## src/rfb_pkg.sv

```systemverilog
// ----------------------------------------------------------------------------
// rfb_pkg
// Shared types and constants for the framebuffer rectangle decoder.
// ----------------------------------------------------------------------------
package rfb_pkg;

  localparam int TILE_SIZE   = 16;
  localparam int PIXEL_BYTES = 4;
  localparam int QUEUE_DEPTH = 4;

  // command codes
  localparam logic [2:0] CMD_FILL    = 3'd0;
  localparam logic [2:0] CMD_PIXEL   = 3'd1;
  localparam logic [2:0] CMD_COPY    = 3'd2;
  localparam logic [2:0] CMD_SIZEERR = 3'd3;
  localparam logic [2:0] CMD_UNKNOWN = 3'd4;

  // register indexes
  localparam logic [1:0] REG_CROP_X  = 2'd0;
  localparam logic [1:0] REG_CROP_Y  = 2'd1;
  localparam logic [1:0] REG_FRAME_W = 2'd2;
  localparam logic [1:0] REG_FRAME_H = 2'd3;

  // request handed from the front part to the back part
  typedef struct packed {
    logic [7:0] data;
    logic       hdr;
  } byte_req_t;

  // configuration as seen by the back part
  typedef struct packed {
    logic [15:0] crop_x;
    logic [15:0] crop_y;
    logic [15:0] frame_w;
    logic [15:0] frame_h;
  } cfg_t;

endpackage

```

## src/rfb_queue.sv

```systemverilog
// ----------------------------------------------------------------------------
// rfb_queue
// Short request queue between the byte front end and the parser.
// ----------------------------------------------------------------------------
module rfb_queue
  import rfb_pkg::*;
(
  input  logic      clk,
  input  logic      rst,
  input  logic      in_valid,
  output logic      in_stall,
  input  byte_req_t in_req,
  output logic      out_valid,
  input  logic      out_stall,
  output byte_req_t out_req
);

  localparam int AW = $clog2(QUEUE_DEPTH);

  byte_req_t       mem [QUEUE_DEPTH];
  logic [AW-1:0]   wptr;
  logic [AW-1:0]   rptr;
  logic [AW:0]     count;
  logic            push;
  logic            pop;

  assign in_stall  = (count == (AW+1)'(QUEUE_DEPTH));
  assign out_valid = (count != '0);
  assign out_req   = mem[rptr];
  assign push      = in_valid && !in_stall;
  assign pop       = out_valid && !out_stall;

  // storage
  always_ff @(posedge clk) begin
    if (push) begin
      mem[wptr] <= in_req;
    end
  end

  // pointers
  always_ff @(posedge clk) begin
    if (rst) begin
      wptr  <= '0;
      rptr  <= '0;
      count <= '0;
    end else begin
      if (push) wptr <= wptr + 1'b1;
      if (pop)  rptr <= rptr + 1'b1;
      count <= count + (AW+1)'(push) - (AW+1)'(pop);
    end
  end

  a_no_overflow: assert property (@(posedge clk) disable iff (rst)
    count <= (AW+1)'(QUEUE_DEPTH)) else $error("queue overflow");
  a_count_track: assert property (@(posedge clk) disable iff (rst)
    (push && !pop) |=> count == $past(count) + 1'b1) else $error("count slip");
  a_empty_novalid: assert property (@(posedge clk) disable iff (rst)
    (count == '0) |-> !out_valid) else $error("valid while empty");

endmodule

```

## src/rfb_parser.sv

```systemverilog
// ----------------------------------------------------------------------------
// rfb_parser
// Back part: walks the rectangle header and payload one byte a cycle unless
// stalled, and produces commands into an output register.
// ----------------------------------------------------------------------------
module rfb_parser
  import rfb_pkg::*;
(
  input  logic               clk,
  input  logic               rst,
  input  cfg_t               cfg,
  input  logic               in_valid,
  output logic               in_stall,
  input  byte_req_t          in_req,
  output logic               valid,
  input  logic               stall,
  output logic [2:0]         command_kind,
  output logic signed [17:0] dest_x,
  output logic signed [17:0] dest_y,
  output logic [15:0]        fill_width,
  output logic [15:0]        fill_height,
  output logic [31:0]        pixel_color,
  output logic [15:0]        copy_src_x,
  output logic [15:0]        copy_src_y,
  output logic               rect_done
);

  typedef enum logic [3:0] {
    PH_IDLE, PH_HDR, PH_PROD, PH_CHECK, PH_PIX, PH_COPY, PH_RHEAD, PH_RSUB,
    PH_XENC, PH_XBG, PH_XFG, PH_XCOUNT, PH_XSUB
  } phase_t;

  phase_t             phase;
  logic [3:0]         bidx;
  logic [31:0]        gather;
  logic signed [17:0] rleft, rtop;
  logic [15:0]        rwide, rtall;
  logic [31:0]        enc;
  logic [31:0]        subs;
  logic signed [17:0] tleft, ttop;
  logic [4:0]         tflags;
  logic [31:0]        bg, fg;
  logic [15:0]        pcol, prow;
  logic [63:0]        geom;
  // size check products, registered
  logic [31:0]        prod_wh;
  logic signed [35:0] prod_xy;
  logic [31:0]        prod_fr;

  logic               take;
  logic               out_busy;
  logic [7:0]         b;
  logic signed [18:0] rright, rbot;
  logic               tlast;
  logic [15:0]        tw, th;
  logic [31:0]        gsh;

  // no byte is taken while the size check is in progress
  assign out_busy = valid && stall;
  assign in_stall = out_busy || phase == PH_PROD || phase == PH_CHECK;
  assign take     = in_valid && !in_stall;
  assign b        = in_req.data;
  assign gsh      = {b, gather[31:8]};
  assign rright   = 19'(rleft) + 19'($signed({1'b0, rwide}));
  assign rbot     = 19'(rtop)  + 19'($signed({1'b0, rtall}));
  assign tlast    = (19'(tleft) + 19'sd16 >= rright) && (19'(ttop) + 19'sd16 >= rbot);

  // clipped tile size
  always_comb begin
    logic signed [18:0] rw, rh;
    rw = rright - 19'(tleft);
    rh = rbot - 19'(ttop);
    tw = (rw > 19'sd16) ? 16'd16 : rw[15:0];
    th = (rh > 19'sd16) ? 16'd16 : rh[15:0];
  end

  // parser state and output register
  always_ff @(posedge clk) begin
    logic [15:0]        pc_n, pr_n, rwv, rhv;
    logic signed [17:0] ox, oy;
    logic [31:0]        sn;
    logic               cl;
    logic [3:0]         n;
    logic [7:0]         xy, wh;
    logic [63:0]        gm;
    logic signed [18:0] tl_n, tt_n;
    logic               hex;
    logic signed [36:0] lhs;
    if (rst) begin
      phase <= PH_IDLE;
      bidx  <= '0;
      gather <= '0;
      valid <= 1'b0;
      rleft <= '0; rtop <= '0; rwide <= '0; rtall <= '0;
      enc <= '0; subs <= '0; tleft <= '0; ttop <= '0; tflags <= '0;
      bg <= '0; fg <= '0; pcol <= '0; prow <= '0; geom <= '0;
    end else begin
      if (valid && !stall) valid <= 1'b0;
      if (phase == PH_PROD) begin
        // products settle from the new header fields
        phase <= PH_CHECK;
      end else if (phase == PH_CHECK && !out_busy) begin
        // size check once the products are registered and the output is free
        lhs = 37'($signed({5'b0, prod_wh})) + 37'(prod_xy);
        phase <= PH_IDLE;
        if (lhs > 37'($signed({5'b0, prod_fr}))) begin
          valid <= 1'b1; command_kind <= CMD_SIZEERR;
          dest_x <= rleft; dest_y <= rtop; fill_width <= rwide; fill_height <= rtall;
          pixel_color <= '0; copy_src_x <= '0; copy_src_y <= '0; rect_done <= 1'b1;
        end else if (enc == 32'd0 || enc == 32'd5) begin
          if (rwide == '0 || rtall == '0) begin
            valid <= 1'b1; command_kind <= CMD_FILL;
            dest_x <= rleft; dest_y <= rtop; fill_width <= rwide; fill_height <= rtall;
            pixel_color <= '0; copy_src_x <= '0; copy_src_y <= '0; rect_done <= 1'b1;
          end else begin
            tleft <= rleft; ttop <= rtop;
            phase <= (enc == 32'd0) ? PH_PIX : PH_XENC;
          end
        end else if (enc == 32'd1) begin
          phase <= PH_COPY;
        end else if (enc == 32'd2 || enc == 32'd4) begin
          phase <= PH_RHEAD;
        end else begin
          valid <= 1'b1; command_kind <= CMD_UNKNOWN;
          dest_x <= rleft; dest_y <= rtop; fill_width <= rwide; fill_height <= rtall;
          pixel_color <= '0; copy_src_x <= '0; copy_src_y <= '0; rect_done <= 1'b1;
        end
      end else if (take) begin
        if (in_req.hdr || phase == PH_HDR) begin
          // header bytes
          if (in_req.hdr) begin
            bidx <= 4'd1;
            geom <= {geom[55:0], b};
            phase <= PH_HDR;
          end else begin
            if (bidx < 4'd8) geom <= {geom[55:0], b};
            else gather <= {gather[23:0], b};
            bidx <= bidx + 1'b1;
            if (bidx == 4'd11) begin
              rwide <= geom[31:16]; rtall <= geom[15:0];
              rleft <= 18'($signed({2'b0, geom[63:48]}) - $signed({2'b0, cfg.crop_x}));
              rtop  <= 18'($signed({2'b0, geom[47:32]}) - $signed({2'b0, cfg.crop_y}));
              enc <= {gather[23:0], b};
              bg <= '0; fg <= '0; bidx <= '0; pcol <= '0; prow <= '0; subs <= '0;
              phase <= PH_PROD;
            end
          end
        end else begin
          case (phase)
            PH_PIX: begin
              hex = (enc == 32'd5);
              ox  = hex ? tleft : rleft;
              oy  = hex ? ttop : rtop;
              rwv = hex ? tw : rwide;
              rhv = hex ? th : rtall;
              gather <= gsh;
              if (bidx < 4'(PIXEL_BYTES - 1)) begin
                bidx <= bidx + 1'b1;
              end else begin
                bidx <= '0;
                pc_n = pcol + 1'b1; pr_n = prow;
                if (pc_n >= rwv) begin pc_n = '0; pr_n = prow + 1'b1; end
                valid <= 1'b1; command_kind <= CMD_PIXEL;
                dest_x <= ox + 18'($signed({2'b0, pcol}));
                dest_y <= oy + 18'($signed({2'b0, prow}));
                fill_width <= 16'd1; fill_height <= 16'd1; pixel_color <= gsh;
                copy_src_x <= '0; copy_src_y <= '0;
                rect_done <= (pr_n >= rhv) && (!hex || tlast);
                pcol <= pc_n; prow <= pr_n;
                if (pr_n >= rhv) begin
                  prow <= '0;
                  if (hex) begin
                    tl_n = 19'(tleft) + 19'sd16;
                    tt_n = 19'(ttop);
                    if (tl_n >= rright) begin tl_n = 19'(rleft); tt_n = tt_n + 19'sd16; end
                    tleft <= 18'(tl_n); ttop <= 18'(tt_n);
                    phase <= (tt_n >= rbot) ? PH_IDLE : PH_XENC;
                  end else phase <= PH_IDLE;
                end
              end
            end
            PH_COPY: begin
              gather <= {gather[23:0], b};
              if (bidx < 4'd3) bidx <= bidx + 1'b1;
              else begin
                bidx <= '0; phase <= PH_IDLE;
                valid <= 1'b1; command_kind <= CMD_COPY;
                dest_x <= rleft; dest_y <= rtop; fill_width <= rwide; fill_height <= rtall;
                pixel_color <= '0;
                copy_src_x <= gather[23:8] - cfg.crop_x;
                copy_src_y <= {gather[7:0], b} - cfg.crop_y;
                rect_done <= 1'b1;
              end
            end
            PH_RHEAD: begin
              sn = subs;
              if (bidx < 4'd4) begin sn = {subs[23:0], b}; subs <= sn; end
              else gather <= gsh;
              if (bidx < 4'd7) bidx <= bidx + 1'b1;
              else begin
                bidx <= '0; bg <= gsh;
                phase <= (sn == '0) ? PH_IDLE : PH_RSUB;
                valid <= 1'b1; command_kind <= CMD_FILL;
                dest_x <= rleft; dest_y <= rtop; fill_width <= rwide; fill_height <= rtall;
                pixel_color <= gsh; copy_src_x <= '0; copy_src_y <= '0;
                rect_done <= (sn == '0);
              end
            end
            PH_RSUB: begin
              n = (enc == 32'd2) ? 4'd12 : 4'd8;
              gm = geom;
              if (bidx < 4'd4) gather <= gsh;
              else begin gm = {geom[55:0], b}; geom <= gm; end
              if (bidx < n - 1'b1) bidx <= bidx + 1'b1;
              else begin
                bidx <= '0;
                sn = subs - 1'b1; subs <= sn;
                if (sn == '0) phase <= PH_IDLE;
                valid <= 1'b1; command_kind <= CMD_FILL;
                if (enc == 32'd2) begin
                  dest_x <= rleft + 18'($signed({2'b0, gm[63:48]}));
                  dest_y <= rtop + 18'($signed({2'b0, gm[47:32]}));
                  fill_width <= gm[31:16]; fill_height <= gm[15:0];
                end else begin
                  dest_x <= rleft + 18'($signed({10'b0, gm[31:24]}));
                  dest_y <= rtop + 18'($signed({10'b0, gm[23:16]}));
                  fill_width <= {8'b0, gm[15:8]}; fill_height <= {8'b0, gm[7:0]};
                end
                pixel_color <= gather; copy_src_x <= '0; copy_src_y <= '0;
                rect_done <= (sn == '0);
              end
            end
            PH_XENC, PH_XBG, PH_XFG, PH_XCOUNT, PH_XSUB: begin
              // hextile: prefix and subrects; background fill on last prefix byte
              logic       fill, more, adv, pref;
              logic [31:0] bgv, fgv;
              logic [4:0]  fl;
              fill = 1'b0; more = 1'b0; adv = 1'b0; pref = 1'b0;
              bgv = bg; fgv = fg; fl = tflags;
              if (phase == PH_XENC) begin
                fl = b[4:0]; tflags <= fl; bidx <= '0;
                if (fl[0]) begin pcol <= '0; prow <= '0; phase <= PH_PIX; end
                else if (fl[1]) phase <= PH_XBG;
                else if (fl[2]) phase <= PH_XFG;
                else pref = 1'b1;
              end else if (phase == PH_XBG || phase == PH_XFG) begin
                gather <= gsh;
                if (bidx < 4'd3) bidx <= bidx + 1'b1;
                else begin
                  bidx <= '0;
                  if (phase == PH_XBG) begin
                    bgv = gsh; bg <= gsh;
                    if (fl[2]) phase <= PH_XFG; else pref = 1'b1;
                  end else begin
                    fgv = gsh; fg <= gsh; pref = 1'b1;
                  end
                end
              end else if (phase == PH_XCOUNT) begin
                subs <= {24'b0, b}; bidx <= '0;
                fill = 1'b1; more = (b != 8'd0);
                if (more) phase <= PH_XSUB; else adv = 1'b1;
              end
              if (pref) begin
                if (fl[3]) phase <= PH_XCOUNT;
                else begin fill = 1'b1; adv = 1'b1; end
              end
              if (phase == PH_XSUB) begin
                cl = fl[4];
                n = cl ? 4'd6 : 4'd2;
                gm = geom;
                if (bidx < n - 4'd2) gather <= gsh;
                else begin gm = {geom[55:0], b}; geom <= gm; end
                if (bidx < n - 1'b1) bidx <= bidx + 1'b1;
                else begin
                  bidx <= '0;
                  if (cl) begin fgv = gather; fg <= gather; end
                  xy = gm[15:8]; wh = gm[7:0];
                  sn = subs - 1'b1; subs <= sn;
                  valid <= 1'b1; command_kind <= CMD_FILL;
                  dest_x <= tleft + 18'($signed({14'b0, xy[7:4]}));
                  dest_y <= ttop + 18'($signed({14'b0, xy[3:0]}));
                  fill_width <= 16'd1 + {12'b0, wh[7:4]};
                  fill_height <= 16'd1 + {12'b0, wh[3:0]};
                  pixel_color <= fgv; copy_src_x <= '0; copy_src_y <= '0;
                  rect_done <= (sn == '0) && tlast;
                  adv = (sn == '0);
                end
              end
              if (fill) begin
                valid <= 1'b1; command_kind <= CMD_FILL;
                dest_x <= tleft; dest_y <= ttop; fill_width <= tw; fill_height <= th;
                pixel_color <= bgv; copy_src_x <= '0; copy_src_y <= '0;
                rect_done <= tlast && !more;
              end
              if (adv) begin
                bidx <= '0;
                tl_n = 19'(tleft) + 19'sd16;
                tt_n = 19'(ttop);
                if (tl_n >= rright) begin tl_n = 19'(rleft); tt_n = tt_n + 19'sd16; end
                tleft <= 18'(tl_n); ttop <= 18'(tt_n);
                phase <= (tt_n >= rbot) ? PH_IDLE : PH_XENC;
              end
            end
            default: begin
            end
          endcase
        end
      end
    end
  end

  // size check products
  always_ff @(posedge clk) begin
    prod_wh <= rwide * rtall;
    prod_xy <= rleft * rtop;
    prod_fr <= cfg.frame_w * cfg.frame_h;
  end

  a_hold: assert property (@(posedge clk) disable iff (rst)
    (valid && stall) |=> valid && $stable(command_kind) && $stable(dest_x))
    else $error("result dropped under stall");
  a_no_take_stalled: assert property (@(posedge clk) disable iff (rst)
    (valid && stall) |-> in_stall) else $error("byte taken over pending result");
  a_kind_range: assert property (@(posedge clk) disable iff (rst)
    valid |-> command_kind <= CMD_UNKNOWN) else $error("bad command");

endmodule

```

## src/remote_framebuffer_rect_decoder.sv

```systemverilog
// ----------------------------------------------------------------------------
// remote_framebuffer_rect_decoder
// Decodes framebuffer-update rectangles (raw, copy, RRE, CoRE, hextile)
// from a byte stream into fill, pixel, copy, size-error and unknown commands.
// ----------------------------------------------------------------------------
// channel   direction  handshake        payload
// stream    in         valid / stall    stream_byte, header_start
// command   out        valid / stall    command_kind .. rect_done
// config    in         APB              four 16-bit registers
//
// One byte a cycle is taken in steady state; the parser handles one byte per
// cycle unless the output stalls, and after each header awaits the size check
// (products registered, then compared). Results leave from one output register.
// Reset is synchronous and leaves the parser idle waiting for a header.
// Output stall holds the result register; the byte queue absorbs the rest.
// ----------------------------------------------------------------------------
module remote_framebuffer_rect_decoder
  import rfb_pkg::*;
(
  input  logic               clk,
  input  logic               rst,
  input  logic               psel,
  input  logic               penable,
  input  logic               pwrite,
  input  logic [3:0]         paddr,
  input  logic [31:0]        pwdata,
  output logic [31:0]        prdata,
  output logic               pready,
  input  logic               in_valid,
  output logic               in_stall,
  input  logic [7:0]         stream_byte,
  input  logic               header_start,
  output logic               out_valid,
  input  logic               out_stall,
  output logic [2:0]         command_kind,
  output logic signed [17:0] dest_x,
  output logic signed [17:0] dest_y,
  output logic [15:0]        fill_width,
  output logic [15:0]        fill_height,
  output logic [31:0]        pixel_color,
  output logic [15:0]        copy_src_x,
  output logic [15:0]        copy_src_y,
  output logic               rect_done
);

  cfg_t      cfg;
  byte_req_t in_req, q_req;
  logic      q_valid, q_stall;
  logic [1:0] ridx;

  assign pready = 1'b1;
  assign ridx   = paddr[3:2];

  // register file
  always_ff @(posedge clk) begin
    if (rst) begin
      cfg <= '0;
    end else if (psel && penable && pwrite) begin
      case (ridx)
        REG_CROP_X:  cfg.crop_x  <= pwdata[15:0];
        REG_CROP_Y:  cfg.crop_y  <= pwdata[15:0];
        REG_FRAME_W: cfg.frame_w <= pwdata[15:0];
        REG_FRAME_H: cfg.frame_h <= pwdata[15:0];
        default: ;
      endcase
    end
  end

  always_comb begin
    case (ridx)
      REG_CROP_X:  prdata = {16'b0, cfg.crop_x};
      REG_CROP_Y:  prdata = {16'b0, cfg.crop_y};
      REG_FRAME_W: prdata = {16'b0, cfg.frame_w};
      REG_FRAME_H: prdata = {16'b0, cfg.frame_h};
      default:     prdata = '0;
    endcase
  end

  assign in_req.data = stream_byte;
  assign in_req.hdr  = header_start;

  rfb_queue u_queue (
    .clk(clk), .rst(rst),
    .in_valid(in_valid), .in_stall(in_stall), .in_req(in_req),
    .out_valid(q_valid), .out_stall(q_stall), .out_req(q_req)
  );

  rfb_parser u_parser (
    .clk(clk), .rst(rst), .cfg(cfg),
    .in_valid(q_valid), .in_stall(q_stall), .in_req(q_req),
    .valid(out_valid), .stall(out_stall),
    .command_kind(command_kind), .dest_x(dest_x), .dest_y(dest_y),
    .fill_width(fill_width), .fill_height(fill_height),
    .pixel_color(pixel_color), .copy_src_x(copy_src_x),
    .copy_src_y(copy_src_y), .rect_done(rect_done)
  );

endmodule

```

## config.mk

```make
export PLATFORM = sky130hd
export DESIGN_NAME = remote_framebuffer_rect_decoder
export DESIGN_NICKNAME = d
export VERILOG_FILES = /design/src/rfb_pkg.sv /design/src/rfb_queue.sv /design/src/rfb_parser.sv /design/src/remote_framebuffer_rect_decoder.sv
export SDC_FILE = /design/constraint.sdc
export NUM_CORES = 2
export LEC_CHECK = 0
export BUFFER_PORTS_ARGS = -buffer_cell sky130_fd_sc_hd__buf_2
export CORE_AREA = 5 5 374 303
export CTS_BUF_LIST = sky130_fd_sc_hd__clkbuf_4 sky130_fd_sc_hd__clkbuf_8 sky130_fd_sc_hd__clkbuf_16
export DETAILED_ROUTE_END_ITERATION = 7
export DIE_AREA = 0 0 379 308
export HOLD_SLACK_MARGIN = 0.15
export PLACE_DENSITY = 0.93
export REMOVE_ABC_BUFFERS = 1
export SETUP_SLACK_MARGIN = 0.15
export SYNTH_ARGS = -nofsm -noshare
export SYNTH_HDL_FRONTEND = slang
export SYNTH_SLANG_ARGS = --single-unit
```

## constraint.sdc

```tcl
create_clock -name clk -period 17.8 [get_ports clk]
set_input_delay 1.78 -clock clk [delete_from_list [all_inputs] [get_ports clk]]
set_output_delay 1.78 -clock clk [all_outputs]
set_load 0.05 [all_outputs]
```

Yosys cells after proc, flatten, opt, wreduce, memory -nomap -nowiden:

Memory sizes are Yosys's and may differ from the RTL's. A register that Yosys moved wholly into a read port is not among the register bits.
Cells that the tools add are included.

* output and inout port bits: 171
* memories kept: 1
* latch bits: 0
* RAM bits: 36
* bits in registers: 679
* word-level logic and storage cells: 616
* ROM bits: 0
* input bits: 52

Memories
* u_queue.mem: words 4, width 9, rd ports 1, clocked after Yosys merged registers in 1, wr ports 1, RTL line rfb_queue.sv:20 `byte_req_t mem [QUEUE_DEPTH];`

* div/mod/pow operators: 0
* add/sub/neg operators: 32
* bitwise logic cells: 5
* magnitude comparators: 16
* multipliers: 3
* multiplexer cells: 391
* reductions and logical operators: 66
* equality and inequality tests: 64
* shifts and indexed selects: 0

Operator list (count)
* 32-bit 2-to-1 mux: 54
* 16-bit 2-to-1 mux: 78
* 18-bit 2-to-1 mux: 55
* 64-bit 2-to-1 mux: 12
* 19-bit 2-to-1 mux: 17
* 16-bit case mux with 5 select lines: 4
* 32-bit case mux with 5 select lines: 2
* 18-bit case mux with 5 select lines: 2
* 4-bit 2-to-1 mux: 44
* 32-bit case mux with 4 select lines: 1
* 64-bit case mux with 2 select lines: 1
* 32-bit logical NOT: 3
* 32-bit case mux with 3 select lines: 1
* 1-bit 2-to-1 mux: 81
* 19-bit >= comparator: 4
* 17-bit by 17-bit adder with 18-bit output: 4
* 18-bit case mux with 2 select lines: 2
* 32-bit by 3-bit == test with 1-bit output, second input constant: 2
* 16-bit by 16-bit multiplier with 32-bit output: 2
* 16-bit case mux with 2 select lines: 2
* 32-bit case mux with 2 select lines: 1
* 3-bit 2-to-1 mux: 19
* 18-bit by 6-bit adder with 19-bit output, second input constant: 2
* 19-bit by 6-bit greater-than comparator with 1-bit output, second input constant: 2
* 72 further kinds: 182

Logic depth before layout (Yosys ltp):

* depth after elaboration: 35
* depth in mapped cells: 53

Hierarchy:

From an unflattened synthesis, not the netlist that was laid out.

* cell total of the unflattened synthesis: 8815
* area, all modules: 74667.9 µm²

Modules (own cells, without submodules)
* rfb_parser: area an instance 69745.6 µm², instances 1, sequential area each 13452.9 µm², cells an instance 8448
* remote_framebuffer_rect_decoder: area an instance 3121.7 µm², instances 1, sequential area each 1281.2 µm², cells an instance 268
* rfb_queue: area an instance 1800.5 µm², instances 1, sequential area each 1261.2 µm², cells an instance 99

Worst setup path before layout:

OpenSTA, ideal clock, no wires.

* path kind: flip-flop to flip-flop
* start point: register u_parser.rwide[1]
* end point: register u_parser.prow[10]
* cell stages (with the launch flop): 49
* arrival time: 9.555 ns
* buffers on the path: 5
* setup time: 0.074 ns
* slack: 8.171 ns
* cells stage by stage: dfxtp_1 > ha_1 > a21o_1 > a21oi_1 > o21ai_0 > a21oi_1 > nand2b_1 > a21boi_0 > o31a_1 > o41ai_1 > o21bai_1 > a21oi_1 > xnor2_1 > ha_1 > clkbuf_1 > nand4_1 > o221a_2 > nor2_1 > [... 13 more ...] > a31o_2 > clkbuf_1 > and2_1 > clkbuf_1 > nand3_1 > xnor2_1 > ha_1 > a21o_1 > a21o_1 > a21oi_1 > o21ai_0 > a21oi_1 > a21oi_1 > nor4_1 > nor2b_1 > clkbuf_1 > o21ai_0 > a31oi_1

* word-level cells in the longest chain between the ends: 19

Ends and longest elaborated chain
* start, declared: RTL line rfb_parser.sv:37 `logic [15:0] rwide, rtall;`
* start signal, assigned: RTL line rfb_parser.sv:140 `rwide <= geom[31:16]; rtall <= geom[15:0];`
* 17-bit by 17-bit adder with 18-bit output: RTL line rfb_parser.sv:64 `assign rright = 19'(rleft) + 19'($signed({1'b0, rwide}));`
* 19-bit by 18-bit subtractor with 19-bit output: RTL line rfb_parser.sv:71 `rw = rright - 19'(tleft);`
* 19-bit by 6-bit greater-than comparator with 1-bit output: RTL line rfb_parser.sv:73 `tw = (rw > 19'sd16) ? 16'd16 : rw[15:0];`
* 16-bit 2-to-1 mux: RTL line rfb_parser.sv:73
* 16-bit 2-to-1 mux *: RTL line rfb_parser.sv:154 `rwv = hex ? tw : rwide;`
* 16-bit >= comparator *: RTL line rfb_parser.sv:162 `if (pc_n >= rwv) begin pc_n = '0; pr_n = prow + 1'b1; end`
* 16-bit 2-to-1 mux *: RTL line rfb_parser.sv:162
* 16-bit 2-to-1 mux *: RTL line rfb_parser.sv:157 `if (bidx < 4'(PIXEL_BYTES - 1)) begin`
* [... 3 more ...]
* 16-bit 2-to-1 mux *: RTL line rfb_parser.sv:102 `end else if (phase == PH_CHECK && !out_busy) begin`
* 16-bit 2-to-1 mux *: RTL line rfb_parser.sv:99 `if (phase == PH_PROD) begin`
* 16-bit 2-to-1 mux *: RTL line rfb_parser.sv:89 `if (rst) begin`
* 16-bit >= comparator: RTL line rfb_parser.sv:170 `if (pr_n >= rhv) begin`
* 16-bit 2-to-1 mux *: RTL line rfb_parser.sv:170
* 16-bit 2-to-1 mux *: RTL line rfb_parser.sv:157
* 16-bit case mux with 2 select lines *: RTL line rfb_parser.sv:149 `case (phase)`
* 16-bit 2-to-1 mux *: RTL line rfb_parser.sv:129 `if (in_req.hdr || phase == PH_HDR) begin`
* end signal, assigned: RTL line rfb_parser.sv:169 `pcol <= pc_n; prow <= pr_n;`
* end, declared: RTL line rfb_parser.sv:43 `logic [15:0] pcol, prow;`

Mark *: on every way between the ends. The rest lies on a longest branch, timed or not. The select of a mux whose other input is x is not followed.
A chain may end at the register's enable or synchronous reset.

Worst setup path in the final report:

* start point: register u_parser.rleft[1]
* end point: register u_parser.prow[11]

* word-level cells in the longest chain between the ends: 19

Ends and longest elaborated chain
* start, declared: RTL line rfb_parser.sv:36 `logic signed [17:0] rleft, rtop;`
* start signal, assigned: RTL line rfb_parser.sv:141 `rleft <= 18'($signed({2'b0, geom[63:48]}) - $signed({2'b0, cfg.crop_x}));`
* 17-bit by 17-bit adder with 18-bit output *: RTL line rfb_parser.sv:64
* 19-bit by 18-bit subtractor with 19-bit output *: RTL line rfb_parser.sv:71
* 19-bit by 6-bit greater-than comparator with 1-bit output: RTL line rfb_parser.sv:73
* 16-bit 2-to-1 mux *: RTL line rfb_parser.sv:73
* 16-bit 2-to-1 mux *: RTL line rfb_parser.sv:154
* 16-bit >= comparator *: RTL line rfb_parser.sv:162
* 16-bit 2-to-1 mux *: RTL line rfb_parser.sv:162
* 16-bit 2-to-1 mux *: RTL line rfb_parser.sv:157
* [... 3 more ...]
* 16-bit 2-to-1 mux *: RTL line rfb_parser.sv:102
* 16-bit 2-to-1 mux *: RTL line rfb_parser.sv:99
* 16-bit 2-to-1 mux *: RTL line rfb_parser.sv:89
* 16-bit >= comparator: RTL line rfb_parser.sv:170
* 16-bit 2-to-1 mux *: RTL line rfb_parser.sv:170
* 16-bit 2-to-1 mux *: RTL line rfb_parser.sv:157
* 16-bit case mux with 2 select lines *: RTL line rfb_parser.sv:149
* 16-bit 2-to-1 mux *: RTL line rfb_parser.sv:129

Marks and branches as above.

==> flow_summary.json <==
{
  "arrival_ns": 12.74,
  "period_minus_slack_ns": 12.11,
  "min_path_type": "reg2reg",
  "worstMarginPinSlew_ns": 1.452,
  "synth_flop_cell": "dfxtp_1",
  "rsz0062_at_grt": "no",
  "crit_path_top_delay_cell": "nor2b_1",
  "synth_area_leaders": "fa_1, dfxtp_1, ha_1, edfxtp_1, nand2_1",
  "cts.clk_slew.worst_paths_ns": 0.07,
  "ctsResizeCount": 0,
  "syn2layout_area_growth_pct": 5.756,
  "synth_area_leader_cell": "fa_1",
  "die_h_um": 308,
  "dpl.cell_count": 10380,
  "postCtsHoldBufs": 0,
  "fin_skew_ns": 0.05373,
  "fin_cells": 10540,
  "drive_gt1_share_pct": 6.307,
  "netlist_area_um2": 75750,
  "min_period_over_period_pct": 68.04,
  "std_cell_rows": 109,
  "initial_core_util_pct": 69.26,
  "wirelength_um": 261400,
  "required_ns": 18.43,
  "grt_pass1_vias": 70510,
  "fin_tns_setup_ns": 0,
  "final-max-slew-violation-count": 0,
  "grt_start_max_net_pins": 213,
  "critPathTopFamily": "compound AO/OA/AOI/OAI gates",
  "ir_drop_v": 0.0001142,
  "status": "complete, but fails checks",
  "worstSkewPairLatency_ns": 0.74,
  "cts_buffers": 78,
  "worstSetupPathType": "reg2reg",
  "vias": 71620,
  "slew_headroom_pct": 2.844,
  "coreArea_um2": 109400,
  "design_area_um2": 80110,
  "hold_viol": 0,
  "cpPeakStageDelay_ns": 0.87,
  "ys_seq_area_share_pct": 21.12,
  "clock-sinks": 713,
  "fill_cells": 7631,
  "worstSetupEndpointType": "flip-flop",
  "ios": 223,
  "grtUsageTotal_pct": 43.88,
  "placedInstanceArea_um2": 77380,
  "viasPerCell": 6.798,
  "design.die.area_um2": 116700,
  "die_x_um": 379,
  "postCtsSetupBuffers": 0,
  "grt_pass1_wl_um": 399200,
  "leakagePower_uw": 0.03429,
  "setup_viol": 0,
  "multi_input_area_um2": 53830,
  "synth.distinct_cells": 88,
  "cts_max_path_buffers": 3,
  "cts_tree": "built",
  "globalRoute.totalOverflow": 0,
  "p_per_area_nw_per_um2": 66.89,
  "synth_area_per_cell_um2": 8.237,
  "final_nets": 10440,
  "fin_util_pct": 73.24,
  "drt_iter0_drc": 11400,
  "port_buffers": 187,
  "hpwlAfterDp_um": 188500,
  "synthArstFlopShare_pct": 0,
  "dr.pass1.iters": 8,
  "max_clock_freq_mhz": 82.57,
  "gp_congestion": 1.035,
  "ys_seq_elements": 713,
  "antenna_left": 0,
  "synthTopCellsByCount": "nand2_1, inv_1, a21oi_1, fa_1, ha_1",
  "synth_top_area_share_pct": 18.50,
  "drc": 133,
  "cap_viol_max_count": 0,
  "antenna_found_initial": 8,
  "crit_fanout": 23,
  "yosys_warnings": 0,
  "synthCells": 9197,
  "synth_edf_count": 172,
  "yosysMostFrequentCell": "nand2_1",
  "seqCellArea_um2": 16000,
  "violations": "DRC",
  "htree_levels": 3,
  "cp-start-kind": "flip-flop",
  "wire_per_inst_um": 24.82,
  "critical_path_buf_inv_count": 3,
  "root_buffer": "clkbuf_16"
}
[final cells by class]
cell class / count / area share, %
Antenna cell: 7 / 0.02187
Clock buffer: 99 / 2.768
Clock inverter: 47 / 0.6263
Inverter: 1019 / 4.774
Multi-Input combinational cell: 6892 / 67.19
Sequential cell: 713 / 19.97
Tap cell: 1443 / 2.254
Timing Repair Buffer: 315 / 2.396
[power by group]
| part | internal, µW | switching, µW | total [µW] | leakage, µW |
|---|---|---|---|---|
| registers | 1740 | 121 | 1860 | 0.00604 |
| clock network | 960 | 788 | 1750 | 0.00134 |
| logic | 484 | 1260 | 1750 | 0.0269 |
| total | 3190 | 2170 | 5360 | 0.0343 |
[cells in the final DEF, fill, tap and decap left out, types with 102 or more instances in the layout]
cell type  netlist  routed
edfxtp_1       172     172
fa_1           700     700
dfxtp_1        541     541
o21ai_0        369     367
nand2_1       1364    1362
nand3_1        133     132
and2_1         416     414
a21o_1         114     113
xnor2_1        298     298
buf_2            6     186
ha_1           664     664
buf_4           18     127
inv_1         1011    1011
a21oi_1        748     745
nor2_1         580     575
nor3_1         120     117
a22oi_1        103     102
[per-layer routing]
layer	wire length (µm)	GRT usage [%]	vias up
li1	-	-	30370
met1	91290	56.34	33520
met2	104900	61.59	6114
met3	43850	17.69	1596
met4	21290	27.78	16
met5	161	0.2051	-
[final timing paths]
check	from	to	slack, ns	cells past startpoint
max	u_parser.rleft[1]$_SDFFE_PP0P_	u_parser.prow[11]$_SDFFE_PP0P_	5.69	46
min	u_parser.enc[13]$_SDFFE_PP0P_	u_parser.enc[13]$_SDFFE_PP0P_	0.45	2
max reg2reg	u_parser.rleft[1]$_SDFFE_PP0P_	u_parser.prow[11]$_SDFFE_PP0P_	5.69	46
min reg2reg	u_parser.enc[13]$_SDFFE_PP0P_	u_parser.enc[13]$_SDFFE_PP0P_	0.45	2
[worst min-delay path: cells and delay by family (launching register included)]
kind | cells | cell delay (ns)
AND/OR/NAND/NOR | 1 | 0.05
flip-flops | 1 | 0.31
AO/OA/AOI/OAI | 1 | 0.05
[cell families (layout without fill, tap and decap cells)]
logic type	after synthesis	in the layout	share of synthesized area, %
and+or+nand+nor	3065	3065	18.60
muxes	112	112	2.056
buffers and inverters	1607	1480	8.092
xor gates and xnor gates	379	379	4.382
adders and majority gates	1365	1365	29.48
DFF	713	713	21.12
AOI/OAI and AO/OA	1954	1954	16.26
other	2	24	0.009914
[stage by stage]
| stage | hold slack, ns | power (µW) | worst slack, ns |
|---|---|---|---|
| 2_1_floorplan | 0.4247 | 2909 | 7.398 |
| 3_3_place_gp | 0.4368 | 3466 | 6.386 |
| 3_5_place_dp | 0.4437 | 3507 | 6.258 |
| 4_1_cts | 0.4525 | 5231 | 6.168 |
| 5_1_grt | 0.4724 | 5481 | 5.062 |
| 6_report | 0.4523 | 5359 | 5.689 |
[flip-flops by register name (all words and copies together) (netlist names), 34 cells and up, named ones only]
register          cells
cfg                  64
u_parser.prod_xy     34
u_queue.mem          36
u_parser.geom        64
No activity file was read; power rests on OpenSTA's default activity.
